File: src/hw/rtl/fsct_pkg.sv
// Shared types, constants and the quarter-wave sine table.
// No dependencies.
package fsct_pkg;

  // 15 integer plus 16 fraction quotient bits for divisors of 3 and up.
  localparam int unsigned DivSteps = 31;
  localparam logic [31:0] SatPos = 32'h7FFF_FFFF;
  localparam logic [31:0] SatNeg = 32'h8000_0001;

  typedef enum logic [1:0] {
    CMD_SIN = 2'd0,
    CMD_COS = 2'd1,
    CMD_TAN = 2'd2,
    CMD_TAN_ALT = 2'd3
  } cmd_t;

  // Metadata that travels with each item through the divider.
  typedef struct packed {
    logic        is_tan;
    logic        negq;
    logic        done;    // result already final (sat, small divisor or non-tangent)
    logic        ovf;
    logic [31:0] res;
  } meta_t;

  // Residue of (signed high byte * 256) mod 360, 9 bits per entry,
  // indexed by the raw high byte of the whole-degree part.
  function automatic logic [256*9-1:0] hi_res_table();
    logic [256*9-1:0] t;
    int v;
    t = '0;
    for (int i = 0; i < 256; i++) begin
      v = ((i >= 128) ? i - 256 : i) * 256;
      v = v % 360;
      if (v < 0) v = v + 360;
      t[i*9 +: 9] = 9'(v);
    end
    return t;
  endfunction

  localparam logic [256*9-1:0] HiResTab = hi_res_table();

  function automatic logic [16:0] qwave(input logic [6:0] d);
    logic [16:0] v;
    case (d)
      7'd0: v = 17'd0;      7'd1: v = 17'd1144;   7'd2: v = 17'd2287;
      7'd3: v = 17'd3430;   7'd4: v = 17'd4572;   7'd5: v = 17'd5712;
      7'd6: v = 17'd6850;   7'd7: v = 17'd7987;   7'd8: v = 17'd9121;
      7'd9: v = 17'd10252;  7'd10: v = 17'd11380; 7'd11: v = 17'd12505;
      7'd12: v = 17'd13626; 7'd13: v = 17'd14742; 7'd14: v = 17'd15855;
      7'd15: v = 17'd16962; 7'd16: v = 17'd18064; 7'd17: v = 17'd19161;
      7'd18: v = 17'd20252; 7'd19: v = 17'd21336; 7'd20: v = 17'd22415;
      7'd21: v = 17'd23486; 7'd22: v = 17'd24550; 7'd23: v = 17'd25607;
      7'd24: v = 17'd26656; 7'd25: v = 17'd27697; 7'd26: v = 17'd28729;
      7'd27: v = 17'd29753; 7'd28: v = 17'd30767; 7'd29: v = 17'd31772;
      7'd30: v = 17'd32768; 7'd31: v = 17'd33754; 7'd32: v = 17'd34729;
      7'd33: v = 17'd35693; 7'd34: v = 17'd36647; 7'd35: v = 17'd37590;
      7'd36: v = 17'd38521; 7'd37: v = 17'd39441; 7'd38: v = 17'd40348;
      7'd39: v = 17'd41243; 7'd40: v = 17'd42126; 7'd41: v = 17'd42995;
      7'd42: v = 17'd43852; 7'd43: v = 17'd44695; 7'd44: v = 17'd45525;
      7'd45: v = 17'd46341; 7'd46: v = 17'd47143; 7'd47: v = 17'd47930;
      7'd48: v = 17'd48703; 7'd49: v = 17'd49461; 7'd50: v = 17'd50203;
      7'd51: v = 17'd50931; 7'd52: v = 17'd51643; 7'd53: v = 17'd52339;
      7'd54: v = 17'd53020; 7'd55: v = 17'd53684; 7'd56: v = 17'd54332;
      7'd57: v = 17'd54963; 7'd58: v = 17'd55578; 7'd59: v = 17'd56175;
      7'd60: v = 17'd56756; 7'd61: v = 17'd57319; 7'd62: v = 17'd57865;
      7'd63: v = 17'd58393; 7'd64: v = 17'd58903; 7'd65: v = 17'd59396;
      7'd66: v = 17'd59870; 7'd67: v = 17'd60326; 7'd68: v = 17'd60764;
      7'd69: v = 17'd61183; 7'd70: v = 17'd61584; 7'd71: v = 17'd61966;
      7'd72: v = 17'd62328; 7'd73: v = 17'd62672; 7'd74: v = 17'd62997;
      7'd75: v = 17'd63303; 7'd76: v = 17'd63589; 7'd77: v = 17'd63856;
      7'd78: v = 17'd64104; 7'd79: v = 17'd64332; 7'd80: v = 17'd64540;
      7'd81: v = 17'd64729; 7'd82: v = 17'd64898; 7'd83: v = 17'd65048;
      7'd84: v = 17'd65177; 7'd85: v = 17'd65287; 7'd86: v = 17'd65376;
      7'd87: v = 17'd65446; 7'd88: v = 17'd65496; 7'd89: v = 17'd65526;
      default: v = 17'd65536;
    endcase
    return v;
  endfunction

endpackage

File: src/hw/rtl/fsct_div_stage.sv
// One restoring-division step: one quotient bit per stage.
// Depends on fsct_pkg.
module fsct_div_stage (
  input  logic                clk,
  input  logic                en,
  input  logic [17:0]         rem_in,
  input  logic [16:0]         den_in,
  input  logic [31:0]         q_in,
  input  fsct_pkg::meta_t     meta_in,
  output logic [17:0]         rem_out,
  output logic [16:0]         den_out,
  output logic [31:0]         q_out,
  output fsct_pkg::meta_t     meta_out
);

  logic [18:0] sh;
  logic        ge;

  // Next dividend bit comes off the top of q; quotient bits enter at the bottom.
  always_comb begin
    sh = {rem_in, q_in[31]};
    ge = (sh >= {2'b0, den_in});
  end

  always_ff @(posedge clk) begin
    if (en) begin
      rem_out  <= ge ? 18'(sh - {2'b0, den_in}) : 18'(sh);
      den_out  <= den_in;
      q_out    <= {q_in[30:0], ge};
      meta_out <= meta_in;
    end
  end

endmodule

File: config.mk
export PLATFORM = sky130hd
export DESIGN_NAME = fsct_div_stage
export DESIGN_NICKNAME = d
export VERILOG_FILES = /design/src/hw/rtl/fsct_pkg.sv /design/src/hw/rtl/fsct_div_stage.sv
export SDC_FILE = /design/constraint.sdc
export NUM_CORES = 1
export LEC_CHECK = 0
export BUFFER_PORTS_ARGS = -buffer_cell sky130_fd_sc_hd__buf_2
export CAP_MARGIN = 5
export CORE_MARGIN = 1
export CORE_UTILIZATION = 45
export CTS_BUF_LIST = sky130_fd_sc_hd__clkbuf_8
export DETAILED_ROUTE_END_ITERATION = 10
export PLACE_DENSITY = 0.75
export SLEW_MARGIN = 20
export SYNTH_ARGS = -nofsm -noshare
export SYNTH_HDL_FRONTEND = slang
export SYNTH_SLANG_ARGS = --single-unit
File: constraint.sdc
create_clock -name clk -period 3.9 [get_ports clk]
set_input_delay 0.39 -clock clk [delete_from_list [all_inputs] [get_ports clk]]
set_output_delay 0.39 -clock clk [all_outputs]
set_load 0.03 [all_outputs]
Yosys cells after proc, flatten, opt, wreduce, memory -nomap -nowiden

Cells that the tools add are included.

Register bits after elaboration: 103
Output and inout bits: 103

Add/subtract/negate cells: 1
Magnitude comparators: 1
Muxes and demuxes: 1

Operators by type and width:

| kind           | count |
|---|---|
| $ge 19x17->1   | 1 |
| $mux 18        | 1 |
| $sub 18x17->18 | 1 |

Logic depth before layout (Yosys ltp)

Depth in word-level cells: 2
Depth in mapped cells: 11

Least setup slack after synthesis

Ideal clock, no wire load.

Path kind: input port to flip-flop
Start: input q_in[31]
End: register rem_out[16] (data pin)
Stages: 10
Setup slack: 1187 ps
Required time: 3640 ps
Path buffers: 0
Arrival: 2452 ps
Cells stage by stage: inv_1 ha_1 inv_1 fa_1 a21o_1 a221oi_2 o21bai_2 a2111oi_2 and4b_1 mux2_4

Cells in the longest elaborated chain, start to end: 2
Elaborated cells on any way between the ends: 3
Those cells by class: add/sub (1); order compare (1); mux (1)

Ends and longest elaborated chain:

| what                                                  | RTL line                                   | RTL |
|---|---|---|
| from (decl)                                           | fsct_div_stage.sv:8                        | `input logic [31:0] q_in,` |
| $sub 18x17->18 / $ge 19x17->1 (equally long branches) | fsct_div_stage.sv:27, fsct_div_stage.sv:22 |  |
| $mux 18 *                                             | fsct_div_stage.sv:27                       | `rem_out <= ge ? 18'(sh - {2'b0, den_in}) : 18'(sh);` |
| to (signal assigned)                                  | fsct_div_stage.sv:27                       |  |
| to (decl)                                             | fsct_div_stage.sv:10                       | `output logic [17:0] rem_out,` |

Every way passes the cells marked *; elsewhere a longest branch is shown, timed or not.
A chain may end at the register's enable or synchronous reset.

Worst setup path after layout

Same ends and word-level chain as after synthesis.

==> flow_summary.yaml <==
routing:
  drtIter0Drc: 103
  wl_met2_mm: 5.21
  top_layer: "met5"
  via_per_inst: 4.93
  drt-met1-wl_mm: 3.97
  drc: 0
  dr.pass1.iters: 4
  wl_mm: 10.0
  antenna_left: 0
  wl_met3_um: 700
  dr_total_vias: 3083
  wl_per_cell_um: 16.1
finish:
  area_delta_synth_final_pct: 31.0
  final_nets: 614
  drive_above_1_share: 0.495
synthesis:
  synth_fa_ha_area_frac: 0.0535
  yosysMostFrequentCell: "edfxtp_1"
  syn_area_mm2: 0.00435
  synth_compound_area_frac: 0.0839
  ys_warn_count: 0
  synth_top_family_by_area: "compound AO/OA/AOI/OAI gates"
  synth_simple_gate_area_frac: 0.0566
  synth_async_sr_flop_share: 0
  synthFlopType: "edfxtp_1"
  synth_edf_count: 103
  yosys.area.top_type_share: 0.711
  synth.distinct_cells: 48
  synth-xor-area-share: 0.0201
  syn_avg_cell_area_um2: 15.7
  ys_top_cells_by_count: "103 x edfxtp_1, 21 x a21oi_1, 20 x inv_1, 17 x ha_1, 12 x mux2_2"
  syn-instance-count: 278
  ys_seq_area_frac: 0.711
  synth.area.top_cells: "edfxtp_1 71%, ha_1 4.9%, mux2_2 3.1%"
  ys_ff_latch: 103
  synth_nets: 401
  synth_largest_area_cell: "edfxtp_1"
  synth.area.mux_share: 0.0469
timing:
  drv_slew: 0
  period_minus_slack_ns: 2.64
  period_share: 0.677
  finalHoldViolations: 0
  grt_setup_unrepaired: "false"
  fmax_ghz: 0.379
  tns_ns: 0
  finalSetupViolCount: 0
  relSlewSlack: 0.632
  tightest_slew_ns: 0.552
worst_setup_path:
  slowest_delay_ns: 0.40
  critPathBufInv: 3
  worstPathArrival_ns: 2.76
  critPathTopFamily: "compound AO/OA/AOI/OAI gates"
  slowest_stage: "fa_1"
  crit_path_max_fanout: 4
  crit_chain: "buf_2 -> inv_1 -> ha_1 -> inv_1 -> fa_1 -> a21o_1 -> a221oi_2 -> o21bai_2 -> a2111oi_2 -> and4b_1 -> mux2_4"
  setup.worst_path.end_class: "register"
  worstPathRequired_ns: 4.02
  start_kind: "input pin"
  criticalPathCategory: "in2reg"
  cpMostUsedCell: "inv_1"
  cp.depth: 11
die:
  start_util: 0.469
  die_height_um: 100
  die_area_mm2: 0.0101
  ios: 208
  rows: 35
  core-area_mm2: 0.00928
  die_w_um: 100
clock_tree:
  path_clk_slew_ns: 0.11
  postCtsHoldBufs: 0
  tritoncts: "done"
  ctsResizeCount: 0
  postCtsSetupRepairBufs: 0
  clock-sinks: 103
  clk_path_buf_depth: 2
  numCtsBuffers: 9
  cts_root_buf: "clkbuf_8"
  cts_max_level: 3
global_route:
  grt_start_max_net_pins: 48
  grt_pass1_wl_mm: 15.1
  grt_use_total: 0.199
  grt_overflow: 0
  antenna_found_initial: 2
  grt_pass1_vias: 3068
worst_hold_path:
  hold_class: "in2reg"
  min_path_cells: 1
  holdPathEnd: "meta_out[13]$_DFFE_PP_"
  min_from: "meta_in[13]"
run_status:
  run_status: "finished clean"
power:
  p_total_mw: 2.58
  power_density_mw_per_mm2: 452
  leakagePower_nw: 2.49
  irDropWorstVdd_mv: 0.178
placed_design:
  port_buffers: 207
  dp_hpwl_mm: 7.76
  place.gp.congestion: 0.807
flow_run:
  cap_violations: 0
## sequential cells by signal, summed over array words and instances, names as in the netlist
signal and flops:
q_out 32, rem_out 18, meta_out 36, den_out 17
## final cells by class
cell class / count / area (um^2)
Multi-Input combinational cell: 147 / 1140
Timing Repair Buffer: 209 / 1050
Antenna cell: 1 / 2.50
Clock inverter: 6 / 53.8
Inverter: 21 / 78.8
Clock buffer: 9 / 124
Fill cell: 737 / 3580
Sequential cell: 103 / 3090
Tap cell: 129 / 161
## placed cells by master (no fill, tap or decap), drive strengths merged, types with 3 or more instances in the layout
cell,instances
buf,209
edfxtp,103
inv,24
a21oi,21
ha,17
mux2,16
nand2,10
nor2,9
nand3,9
clkbuf,9
o21ai,8
xnor2,7
a21o,6
nand4,3
o211ai,3
xor2,3
and2,3
## where the power goes
group          internal (mW)  leakage, nW  switching [mW]
clock                  0.240       0.0882           0.375
combinational          0.204         1.39           0.398
sequential              1.34         1.01          0.0232
total                   1.78         2.49           0.796
## worst max path at each step
| stage | from | endpoint | slack [ns] |
|---|---|---|---|
| final | q_in[31] | rem_out[16]$_DFFE_PP_ | 1.26 |
| after global routing | q_in[31] | rem_out[16]$_DFFE_PP_ | 1.15 |
| after CTS | q_in[31] | rem_out[16]$_DFFE_PP_ | 1.27 |
| after detailed placement | q_in[31] | rem_out[16]$_DFFE_PP_ | 0.86 |
| after global placement | q_in[31] | rem_out[16]$_DFFE_PP_ | 0.93 |
| after floorplan | q_in[31] | rem_out[16]$_DFFE_PP_ | 1.19 |
## cell families after synthesis
| group | count (synthesis) |
|---|---|
| compound gates | 54 |
| xor+xnor | 10 |
| fa+ha+maj | 18 |
| buf+inv | 28 |
| flops | 103 |
| mux | 18 |
| simple gates | 47 |
## per-stage QoR
stage | worst slack [ns] | area [um^2] | cells | hold slack (ns) | util
floorplan | 1.19 | 4350 | 278 | 0.489 | -
global placement | 0.925 | 5520 | 609 | 0.566 | 0.595
detailed placement | 0.864 | 5520 | 609 | 0.568 | 0.595
CTS | 1.27 | 5700 | 624 | 0.181 | 0.614
global route | 1.15 | 5700 | 624 | 0.176 | 0.614
finish | 1.26 | 5700 | 625 | 0.202 | 0.614
## layer usage
layer | global-route usage | vias to the layer above
met5 | 0 | -
met4 | 0.0836 | 2
met3 | 0.0494 | 18
met2 | 0.359 | 124
met1 | 0.225 | 1443
li1 | - | 1496
Note: power is estimated with default switching activity, not from simulation.
